==> src/rtl/stq_pkg.sv <==
// Shared types and constants for the sorted timeout queue.
// Used by the queue cell and the top level; depends on nothing else.
package stq_pkg;

  localparam int TIMER_ID_W = 4;
  localparam int CMD_W      = 2;
  localparam int OUT_TICK_W = 64;
  localparam int MAX_FIRED  = 16;
  localparam int FIRE_CNT_W = $clog2(MAX_FIRED);

  localparam logic [CMD_W-1:0] CMD_ENQUEUE = 2'd0;
  localparam logic [CMD_W-1:0] CMD_DEQUEUE = 2'd1;
  localparam logic [CMD_W-1:0] CMD_UPDATE  = 2'd2;
  localparam logic [CMD_W-1:0] CMD_EXPIRE  = 2'd3;

  typedef enum logic [1:0] {
    OP_HOLD   = 2'd0,
    OP_INSERT = 2'd1,
    OP_REMOVE = 2'd2,
    OP_POP    = 2'd3
  } cell_op_t;

  typedef struct packed {
    cell_op_t              op;
    logic [TIMER_ID_W-1:0] id;
  } cell_ctl_t;

endpackage

==> src/rtl/stq_cmd_if.sv <==
// Command channel of the sorted timeout queue: valid/ready plus one command item.
// No dependencies.
interface stq_cmd_if;
  logic        valid;
  logic        ready;
  logic [1:0]  cmd;
  logic [3:0]  timer_id;
  logic [63:0] deadline;
  logic [63:0] current_time;

  modport source (output valid, cmd, timer_id, deadline, current_time, input ready);
  modport sink   (input valid, cmd, timer_id, deadline, current_time, output ready);
endinterface

==> src/rtl/stq_res_if.sv <==
// Result channel of the sorted timeout queue: valid/ready plus one result item.
// No dependencies.
interface stq_res_if;
  logic        valid;
  logic        ready;
  logic        fired;
  logic [3:0]  fired_id;
  logic [63:0] next_deadline;
  logic        armed;
  logic        status;
  logic        last;

  modport source (output valid, fired, fired_id, next_deadline, armed, status, last,
                  input ready);
  modport sink   (input valid, fired, fired_id, next_deadline, armed, status, last,
                  output ready);
endinterface

==> src/rtl/stq_cell.sv <==
// One slot of the sorted timer chain: holds a timer id and deadline and shifts
// toward either neighbor on insert, remove and pop. Depends on stq_pkg.
module stq_cell
  import stq_pkg::*;
#(
  parameter int TICK_BITS = 64
) (
  input  logic                  clk,
  input  logic                  rst,
  input  cell_ctl_t             ctl,
  input  logic [TICK_BITS-1:0]  new_dl,
  input  logic                  l_after,
  input  logic                  l_v,
  input  logic [TIMER_ID_W-1:0] l_id,
  input  logic [TICK_BITS-1:0]  l_dl,
  input  logic                  r_v,
  input  logic [TIMER_ID_W-1:0] r_id,
  input  logic [TICK_BITS-1:0]  r_dl,
  input  logic                  hit_in,
  output logic                  v,
  output logic [TIMER_ID_W-1:0] id,
  output logic [TICK_BITS-1:0]  dl,
  output logic                  after,
  output logic                  hit_out,
  output logic                  same
);

  logic                  match;
  logic                  v_next;
  logic [TIMER_ID_W-1:0] id_next;
  logic [TICK_BITS-1:0]  dl_next;

  assign match   = v && (id == ctl.id);
  assign hit_out = hit_in || match;
  assign same    = match && (dl == new_dl);
  // A new entry goes behind every entry whose deadline is not later than its own.
  assign after   = v && (dl <= new_dl);

  always_comb begin
    v_next  = v;
    id_next = id;
    dl_next = dl;
    case (ctl.op)
      OP_INSERT: begin
        if (!after) begin
          if (l_after) begin
            v_next  = 1'b1;
            id_next = ctl.id;
            dl_next = new_dl;
          end else begin
            v_next  = l_v;
            id_next = l_id;
            dl_next = l_dl;
          end
        end
      end
      OP_REMOVE: begin
        if (hit_out) begin
          v_next  = r_v;
          id_next = r_id;
          dl_next = r_dl;
        end
      end
      OP_POP: begin
        v_next  = r_v;
        id_next = r_id;
        dl_next = r_dl;
      end
      default: begin
        v_next = v;
      end
    endcase
  end

  always_ff @(posedge clk) begin
    if (rst) begin
      v <= 1'b0;
    end else begin
      v <= v_next;
    end
    id <= id_next;
    dl <= dl_next;
  end

endmodule

==> src/rtl/sorted_timeout_queue_core.sv <==
// Sorted timeout queue: keeps up to NUM_TIMERS timers ordered by deadline in a
// chain of cells, ties in arrival order.
// Channels: cmd_in takes one command item (enqueue, dequeue, update, expire);
// res_out gives result items, each with the earliest deadline left and armed.
// Enqueue, dequeue and update give one result. The command is registered, the
// chain is updated in state S_OP (and in S_INS too when update re-times a queued
// timer, as a remove followed by an insert), and the result is loaded into the
// output register in S_REPORT once that register is free; the next command is
// taken when the queue is back in S_IDLE.
// Expire pops the head of the chain once per cycle, one result per cycle while
// the receiver takes them, up to 16 results; the last one carries last. With
// nothing due it gives one result with fired low.
// A command goes through the chain one at a time: the next item is accepted in
// the cycle after the previous one has loaded its final result.
// When the receiver stalls, the output register holds its item and the chain
// waits; no result is dropped. Reset (rst, synchronous) empties the chain and
// the output register, and the queue reports no deadline (all ones).
module sorted_timeout_queue_core
  import stq_pkg::*;
#(
  parameter int NUM_TIMERS = 16,
  parameter int TICK_BITS  = 64
) (
  input logic      clk,
  input logic      rst,
  stq_cmd_if.sink  cmd_in,
  stq_res_if.source res_out
);

  localparam logic [TICK_BITS-1:0] INVALID_TIMEOUT = {TICK_BITS{1'b1}};

  typedef enum logic [4:0] {
    S_IDLE   = 5'b00001,
    S_OP     = 5'b00010,
    S_INS    = 5'b00100,
    S_REPORT = 5'b01000,
    S_EXPIRE = 5'b10000
  } state_t;

  state_t                state, state_next;
  logic [CMD_W-1:0]      c_cmd;
  logic [TIMER_ID_W-1:0] c_id;
  logic                  c_id_ok;
  logic [TICK_BITS-1:0]  c_dl;
  logic [TICK_BITS-1:0]  c_now;
  logic                  status, status_next;
  logic [FIRE_CNT_W-1:0] fire_cnt;

  logic                  out_valid;
  logic                  out_fired;
  logic [TIMER_ID_W-1:0] out_id;
  logic [OUT_TICK_W-1:0] out_dl;
  logic                  out_armed;
  logic                  out_status;
  logic                  out_last;

  cell_ctl_t             ctl;
  logic [NUM_TIMERS-1:0] cell_v;
  logic [NUM_TIMERS-1:0] cell_after;
  logic [NUM_TIMERS-1:0] cell_same;
  logic [NUM_TIMERS:0]   hit;
  logic [TIMER_ID_W-1:0] cell_id [NUM_TIMERS];
  logic [TICK_BITS-1:0]  cell_dl [NUM_TIMERS];

  logic                  accept;
  logic                  out_free;
  logic                  present;
  logic                  due_head;
  logic                  due_second;
  logic                  load;
  logic                  ld_fired;
  logic [TIMER_ID_W-1:0] ld_id;
  logic [OUT_TICK_W-1:0] ld_dl;
  logic                  ld_armed;
  logic                  ld_status;
  logic                  ld_last;
  logic [TICK_BITS-1:0]  in_dl;

  assign hit[0] = 1'b0;

  for (genvar i = 0; i < NUM_TIMERS; i++) begin : g_cell
    logic                  l_after, l_v, r_v;
    logic [TIMER_ID_W-1:0] l_id, r_id;
    logic [TICK_BITS-1:0]  l_dl, r_dl;

    if (i == 0) begin : g_head
      assign l_after = 1'b1;
      assign l_v     = 1'b0;
      assign l_id    = '0;
      assign l_dl    = '0;
    end else begin : g_mid
      assign l_after = cell_after[i-1];
      assign l_v     = cell_v[i-1];
      assign l_id    = cell_id[i-1];
      assign l_dl    = cell_dl[i-1];
    end

    if (i == NUM_TIMERS - 1) begin : g_tail
      assign r_v  = 1'b0;
      assign r_id = '0;
      assign r_dl = '0;
    end else begin : g_body
      assign r_v  = cell_v[i+1];
      assign r_id = cell_id[i+1];
      assign r_dl = cell_dl[i+1];
    end

    stq_cell #(
      .TICK_BITS (TICK_BITS)
    ) u_cell (
      .clk     (clk),
      .rst     (rst),
      .ctl     (ctl),
      .new_dl  (c_dl),
      .l_after (l_after),
      .l_v     (l_v),
      .l_id    (l_id),
      .l_dl    (l_dl),
      .r_v     (r_v),
      .r_id    (r_id),
      .r_dl    (r_dl),
      .hit_in  (hit[i]),
      .v       (cell_v[i]),
      .id      (cell_id[i]),
      .dl      (cell_dl[i]),
      .after   (cell_after[i]),
      .hit_out (hit[i+1]),
      .same    (cell_same[i])
    );
  end

  assign cmd_in.ready = (state == S_IDLE);
  assign accept       = cmd_in.valid && cmd_in.ready;
  assign out_free     = !out_valid || res_out.ready;
  assign present      = hit[NUM_TIMERS];
  assign due_head     = cell_v[0] && (cell_dl[0] <= c_now);
  assign due_second   = cell_v[1] && (cell_dl[1] <= c_now);

  // All ones is reserved for an empty queue, so such a deadline saturates.
  always_comb begin
    in_dl = cmd_in.deadline[TICK_BITS-1:0];
    if (in_dl == INVALID_TIMEOUT) begin
      in_dl = INVALID_TIMEOUT - 1'b1;
    end
  end

  always_comb begin
    state_next  = state;
    status_next = status;
    ctl.op      = OP_HOLD;
    ctl.id      = c_id;
    load        = 1'b0;
    ld_fired    = 1'b0;
    ld_id       = '0;
    ld_dl       = cell_v[0] ? OUT_TICK_W'(cell_dl[0]) : OUT_TICK_W'(INVALID_TIMEOUT);
    ld_armed    = cell_v[0];
    ld_status   = status;
    ld_last     = 1'b1;
    case (state)
      S_IDLE: begin
        if (accept) begin
          state_next = (cmd_in.cmd == CMD_EXPIRE) ? S_EXPIRE : S_OP;
        end
      end
      S_OP: begin
        state_next  = S_REPORT;
        status_next = 1'b0;
        if (c_id_ok) begin
          case (c_cmd)
            CMD_ENQUEUE: begin
              if (present) begin
                status_next = 1'b1;
              end else begin
                ctl.op = OP_INSERT;
              end
            end
            CMD_DEQUEUE: begin
              if (present) begin
                ctl.op = OP_REMOVE;
              end
            end
            CMD_UPDATE: begin
              if (!present) begin
                ctl.op = OP_INSERT;
              end else if (!(|cell_same)) begin
                ctl.op     = OP_REMOVE;
                state_next = S_INS;
              end
            end
            default: begin
              ctl.op = OP_HOLD;
            end
          endcase
        end
      end
      S_INS: begin
        ctl.op     = OP_INSERT;
        state_next = S_REPORT;
      end
      S_REPORT: begin
        if (out_free) begin
          load       = 1'b1;
          state_next = S_IDLE;
        end
      end
      S_EXPIRE: begin
        ld_status = 1'b0;
        if (out_free) begin
          load = 1'b1;
          if (due_head) begin
            ctl.op   = OP_POP;
            ld_fired = 1'b1;
            ld_id    = cell_id[0];
            ld_dl    = cell_v[1] ? OUT_TICK_W'(cell_dl[1]) : OUT_TICK_W'(INVALID_TIMEOUT);
            ld_armed = cell_v[1];
            ld_last  = (fire_cnt == FIRE_CNT_W'(MAX_FIRED - 1)) || !due_second;
          end
          if (ld_last) begin
            state_next = S_IDLE;
          end
        end
      end
      default: begin
        state_next = S_IDLE;
      end
    endcase
  end

  always_ff @(posedge clk) begin
    if (rst) begin
      state     <= S_IDLE;
      out_valid <= 1'b0;
      status    <= 1'b0;
      fire_cnt  <= '0;
    end else begin
      state     <= state_next;
      out_valid <= load || (out_valid && !res_out.ready);
      status    <= status_next;
      if (accept) begin
        fire_cnt <= '0;
      end else if (ctl.op == OP_POP) begin
        fire_cnt <= fire_cnt + 1'b1;
      end
    end
  end

  always_ff @(posedge clk) begin
    if (accept) begin
      c_cmd   <= cmd_in.cmd;
      c_id    <= cmd_in.timer_id;
      c_id_ok <= (int'(cmd_in.timer_id) < NUM_TIMERS);
      c_dl    <= in_dl;
      c_now   <= cmd_in.current_time[TICK_BITS-1:0];
    end
    if (load) begin
      out_fired  <= ld_fired;
      out_id     <= ld_id;
      out_dl     <= ld_dl;
      out_armed  <= ld_armed;
      out_status <= ld_status;
      out_last   <= ld_last;
    end
  end

  assign res_out.valid         = out_valid;
  assign res_out.fired         = out_fired;
  assign res_out.fired_id      = out_id;
  assign res_out.next_deadline = out_dl;
  assign res_out.armed         = out_armed;
  assign res_out.status        = out_status;
  assign res_out.last          = out_last;

  // Stored deadlines never hold the empty marker, so armed follows the deadline.
  a_armed_matches_deadline: assert property (@(posedge clk) disable iff (rst)
    res_out.valid |-> (res_out.armed == (res_out.next_deadline
                                         != OUT_TICK_W'(INVALID_TIMEOUT))))
    else $error("armed disagrees with next_deadline");

  a_fired_has_no_status: assert property (@(posedge clk) disable iff (rst)
    (res_out.valid && res_out.fired) |-> !res_out.status)
    else $error("expired timer result carries a status");

  for (genvar k = 0; k < NUM_TIMERS - 1; k++) begin : g_order_chk
    a_chain_sorted: assert property (@(posedge clk) disable iff (rst)
      cell_v[k+1] |-> (cell_v[k] && (cell_dl[k] <= cell_dl[k+1])))
      else $error("timer chain is out of order or has a gap");
  end

endmodule
==> src/flat_wrapper.sv <==
// flat-port wrapper written by rule: the top's interface ports become plain ports
module sorted_timeout_queue_core_flat import stq_pkg::*;
#(
  parameter int NUM_TIMERS = 16,
  parameter int TICK_BITS  = 64
)
  (clk, rst, cmd_in_valid, cmd_in_cmd, cmd_in_timer_id, cmd_in_deadline, cmd_in_current_time, cmd_in_ready, res_out_valid, res_out_fired, res_out_fired_id, res_out_next_deadline, res_out_armed, res_out_status, res_out_last, res_out_ready);
  stq_cmd_if cmd_in_i ();
  stq_res_if res_out_i ();
  input logic clk;
  input logic rst;
  input wire logic [$bits(cmd_in_i.valid)-1:0] cmd_in_valid;
  input wire logic [$bits(cmd_in_i.cmd)-1:0] cmd_in_cmd;
  input wire logic [$bits(cmd_in_i.timer_id)-1:0] cmd_in_timer_id;
  input wire logic [$bits(cmd_in_i.deadline)-1:0] cmd_in_deadline;
  input wire logic [$bits(cmd_in_i.current_time)-1:0] cmd_in_current_time;
  output wire logic [$bits(cmd_in_i.ready)-1:0] cmd_in_ready;
  output wire logic [$bits(res_out_i.valid)-1:0] res_out_valid;
  output wire logic [$bits(res_out_i.fired)-1:0] res_out_fired;
  output wire logic [$bits(res_out_i.fired_id)-1:0] res_out_fired_id;
  output wire logic [$bits(res_out_i.next_deadline)-1:0] res_out_next_deadline;
  output wire logic [$bits(res_out_i.armed)-1:0] res_out_armed;
  output wire logic [$bits(res_out_i.status)-1:0] res_out_status;
  output wire logic [$bits(res_out_i.last)-1:0] res_out_last;
  input wire logic [$bits(res_out_i.ready)-1:0] res_out_ready;
  assign cmd_in_i.valid = cmd_in_valid;
  assign cmd_in_i.cmd = cmd_in_cmd;
  assign cmd_in_i.timer_id = cmd_in_timer_id;
  assign cmd_in_i.deadline = cmd_in_deadline;
  assign cmd_in_i.current_time = cmd_in_current_time;
  assign cmd_in_ready = cmd_in_i.ready;
  assign res_out_valid = res_out_i.valid;
  assign res_out_fired = res_out_i.fired;
  assign res_out_fired_id = res_out_i.fired_id;
  assign res_out_next_deadline = res_out_i.next_deadline;
  assign res_out_armed = res_out_i.armed;
  assign res_out_status = res_out_i.status;
  assign res_out_last = res_out_i.last;
  assign res_out_i.ready = res_out_ready;
  sorted_timeout_queue_core #(.NUM_TIMERS(NUM_TIMERS), .TICK_BITS(TICK_BITS)) u_core (.clk(clk), .rst(rst), .cmd_in(cmd_in_i), .res_out(res_out_i));
endmodule
==> config.mk <==
export PLATFORM = sky130hd
export DESIGN_NAME = sorted_timeout_queue_core_flat
export DESIGN_NICKNAME = d
export VERILOG_FILES = /design/src/rtl/stq_pkg.sv /design/src/rtl/stq_cmd_if.sv /design/src/rtl/stq_res_if.sv /design/src/rtl/stq_cell.sv /design/src/rtl/sorted_timeout_queue_core.sv /design/src/flat_wrapper.sv
export SDC_FILE = /design/constraint.sdc
export NUM_CORES = 2
export LEC_CHECK = 0
export BUFFER_PORTS_ARGS = -buffer_cell sky130_fd_sc_hd__buf_2
export CAP_MARGIN = 15
export CELL_PAD_IN_SITES_DETAIL_PLACEMENT = 2
export CELL_PAD_IN_SITES_GLOBAL_PLACEMENT = 2
export CORE_MARGIN = 1
export CORE_UTILIZATION = 37
export CTS_BUF_LIST = sky130_fd_sc_hd__clkbuf_4 sky130_fd_sc_hd__clkbuf_8
export DETAILED_ROUTE_END_ITERATION = 10
export PLACE_DENSITY_LB_ADDON = 0.08
export SLEW_MARGIN = 20
export SYNTH_ARGS = -nofsm -noshare
export SYNTH_HDL_FRONTEND = slang
export SYNTH_SLANG_ARGS = --single-unit
==> constraint.sdc <==
create_clock -name clk -period 28.4 [get_ports clk]
set_input_delay 2.84 -clock clk [delete_from_list [all_inputs] [get_ports clk]]
set_output_delay 2.84 -clock clk [all_outputs]
set_load 0.005 [all_outputs]
==> results.cfg <==
[timing]
timing_hold_violations_final = 0
post-route-period-util_pct = 35.55
rsz0062_at_grt = no
setup_total_negative_slack_ns = 0
worstMarginPinSlew_ns = 1.284
fin_hold_ws_ns = 0.4853
finClkSkew_ns = 0.08341
final-max-slew-violation-count = 0
maximum_frequency_from_static_timing_analysis_mhz = 99.03
setup_viol = 0
final.min_clock_period_ns = 10.10
timing.slew.headroom_pct = 13.62

[critical_path]
criticalPathCategory = reg2reg
cp_common_cell = sky130_fd_sc_hd__buf_4
critical_path.max_stage_delay_ns = 0.99
cpLargestDelayFamily = simple AND/OR/NAND/NOR gates
cp-start-kind = flop
critical_path.n_buffers_inverters = 6
endpoint_kind = flop
worst-endpoint-arrival_ns = 10.84
worst_path_max_delay_cell = sky130_fd_sc_hd__nor4_2
worst_ep_required_time_ns = 29.14
critical_path.cell_chain = ha_1, nand4_1, nor4_2, nand4_1, or3_1, o31a_1, or3_2, buf_4, nor2_2, buf_4, or2_4, buf_12, buf_12, buf_4, buf_4, o21ai_0
critical_path_peak_fanout = 218

[layout]
total_area_of_multi_input_combinational_cells_um2 = 48100
register_area_um2 = 39400
final_area_um2 = 100100
final_layout_size_suffix_gt1_share_pct = 10.36
synthesis_to_finish_area_growth_pct = 11.42
filler_cell_count = 25370
final_net_count = 9999

[global_routing]
antenna_found_initial = 14
number_of_global_route_vias_before_repair = 79100
global_route_wire_length_before_repair_um = 561200
largest_net_degree_at_the_start_of_global_routing = 246
global_route.usage.total_pct = 31.33
grt_overflow = 0

[logic_synthesis]
distinct_cells_synth = 80
yosys_warnings = 0
synth_most_common_cell = sky130_fd_sc_hd__edfxtp_1
synthesized_area_um2 = 89840
synth_largest_area_cell = sky130_fd_sc_hd__edfxtp_1
synth_top_area_share_pct = 43.25
synth-async-reset-ratio_pct = 0
ys_top_cells_by_area = sky130_fd_sc_hd__edfxtp_1 43%, sky130_fd_sc_hd__ha_1 16%, sky130_fd_sc_hd__mux2i_1 12%
synth_fp_nets = 9827
synth-edff-count = 1294
synth_top_flop_cell = sky130_fd_sc_hd__edfxtp_1
synth_cells = 8536
post_synthesis_sequential_element_count = 1321
synthesis.area_per_instance_um2 = 10.52
synth_sequential_area_ratio_pct = 43.85
most_numerous_cell_types_in_the_synthesized_netlist = 1294 x sky130_fd_sc_hd__edfxtp_1, 1153 x sky130_fd_sc_hd__ha_1, 1053 x sky130_fd_sc_hd__mux2i_1, 1048 x sky130_fd_sc_hd__nand2_1, 844 x sky130_fd_sc_hd__o21ai_0

[floorplanning]
floorplan.initialDensity_pct = 37.28
design.core.area_um2 = 241000
floorplan.rows = 180
dieHeight_um = 494.8
die_w_um = 494.8
top_level_ports = 212
design.die.area_um2 = 244800

[status]
status = complete, no violations

[placement]
place.gp.congestion = 0.9552
detailed_place.area_um2 = 94730
port-buffer-count = 211
hpwlAfterDp_um = 292400

[flow_run]
timing.max_cap.violations = 0

[pwr]
register_share_of_total_power_pct = 45.1
swShare_pct = 28.63
internal_power_w = 0.003506
power.share.clock_pct = 42.6
pwr_density_cell_nw_per_um2 = 49.07
cellLeakagePower_nw = 38.46
share_comb_of_total_power_pct = 12.3
vdd.ir_drop.worst_mv = 0.03864
p_switching_w = 0.001406

[clock_network]
clkLatencyLatePin_ns = 1.08
cts_hold_repair.buffers = 0
cts_setup_buffers = 0
numCtsBuffers = 287
cts_resized = 0
cts-root-buf = sky130_fd_sc_hd__clkbuf_8
max-clock-path-buffers = 4
clock_tree.htree_level_count = 5
clock_sink_count = 1321
clk_pin_slew_ns = 0.06
tritoncts_clock_tree = built

[detailed_routing]
routedWlPerCell_um = 32.26
route.detailed.vias_per_inst = 6.037
drt_pass1_iterations = 5
route.final.wire_length_um = 390100
ant_nets = 0
dr.first_iter.drc_count = 4817
drc = 0
via_count_of_the_routed_design = 73010

[hold_path]
min-delay-path-class = reg2reg
per-stage QoR:
step / power (W) / worst slack (ns) / utilization [%] / instances
after CTS: 0.004955 / 18.63 / 41.51 / 12080
after floorplan: 0.002581 / 19.01 / - / 8536
after detailed placement: 0.002850 / 18.67 / 39.31 / 11600
final: 0.004912 / 18.30 / 41.54 / 12090
after global placement: 0.002815 / 18.41 / 39.27 / 11600
after global routing: 0.005078 / 18.05 / 41.53 / 12090
kinds of logic (layout without fill, tap and decap cells):
family / Yosys count / in the layout / synth area share [%]
compound gates: 2124 / 2124 / 13.75
mux: 1057 / 1057 / 11.78
flops: 1321 / 1321 / 43.85
simple gates: 2113 / 2113 / 10.69
fa+ha+maj: 1153 / 1153 / 16.06
xor+xnor: 65 / 65 / 0.6337
buf+inv: 703 / 1066 / 3.235
other cells: 0 / 10 / 0
worst paths after layout:
check | startpoint | end | slack, ns | cells past startpoint
min reg2reg | u_core.g_cell[14].u_cell.v$_SDFFE_PP0P_ | u_core.g_cell[15].u_cell.v$_SDFFE_PP0P_ | 0.49 | 2
min | u_core.g_cell[14].u_cell.v$_SDFFE_PP0P_ | u_core.g_cell[15].u_cell.v$_SDFFE_PP0P_ | 0.49 | 2
max | u_core.g_cell[0].u_cell.dl[38]$_DFFE_PP_ | u_core.g_cell[9].u_cell.dl[51]$_DFFE_PP_ | 18.30 | 16
max reg2reg | u_core.g_cell[0].u_cell.dl[38]$_DFFE_PP_ | u_core.g_cell[9].u_cell.dl[51]$_DFFE_PP_ | 18.30 | 16
state kept, by name, indices dropped and copies added, names as in the netlist, 2 cells and up:
name	flops
u_core.g_cell.u_cell.dl	1024
u_core.c_dl	64
u_core.c_now	64
u_core.g_cell.u_cell.id	64
u_core.res_out.next_deadline	64
u_core.g_cell.u_cell.v	16
u_core.state	5
u_core.c_id	4
u_core.fire_cnt	4
u_core.res_out.fired_id	4
u_core.c_cmd	2
worst min-delay path, stage by stage, from the launching register on:
cell	delay, ns
sky130_fd_sc_hd__dfxtp_1	0.32
sky130_fd_sc_hd__nand2_1	0.06
sky130_fd_sc_hd__a21oi_1	0.05
cell type report:
type                    count  share of cell area, %
flip-flops and latches   1321                  39.36
repair buffers            406                  2.599
clock buffers             394                  4.799
inverters                 180                 0.6750
well taps                3185                  3.981
diodes                     10                0.02500
multi-input cells        6512                  48.05
clock inverters            86                 0.5050
cell usage in the layout, fill, tap and decap left out, drive strengths merged, types with 361 or more instances in the layout:
cell / count
edfxtp: 1294
ha: 1153
o21ai: 1081
mux2i: 1053
nand2: 1048
a21oi: 440
buf: 406
clkbuf: 394
nor2: 361
power by group through the flow:
stage / Clock (W) / Combinational [W] / Sequential [W]
floorplan: 0 / 0.000345 / 0.00224
global placement: 0 / 0.000563 / 0.00225
detailed placement: 0 / 0.000597 / 0.00225
CTS: 0.00214 / 0.000604 / 0.00221
global route: 0.00221 / 0.000655 / 0.00222
finish: 0.00209 / 0.000606 / 0.00221
layer usage:
| metal | GRT usage (%) | vias to the layer above | wire [um] |
|---|---|---|---|
| met1 | 41.26 | 38050 | 173500 |
| li1 | - | 32630 | - |
| met5 | 0 | - | 13 |
| met4 | 16.23 | 2 | 21920 |
| met2 | 50.66 | 1696 | 179100 |
| met3 | 3.481 | 638 | 15610 |
Note: power is estimated with default switching activity, not from simulation.
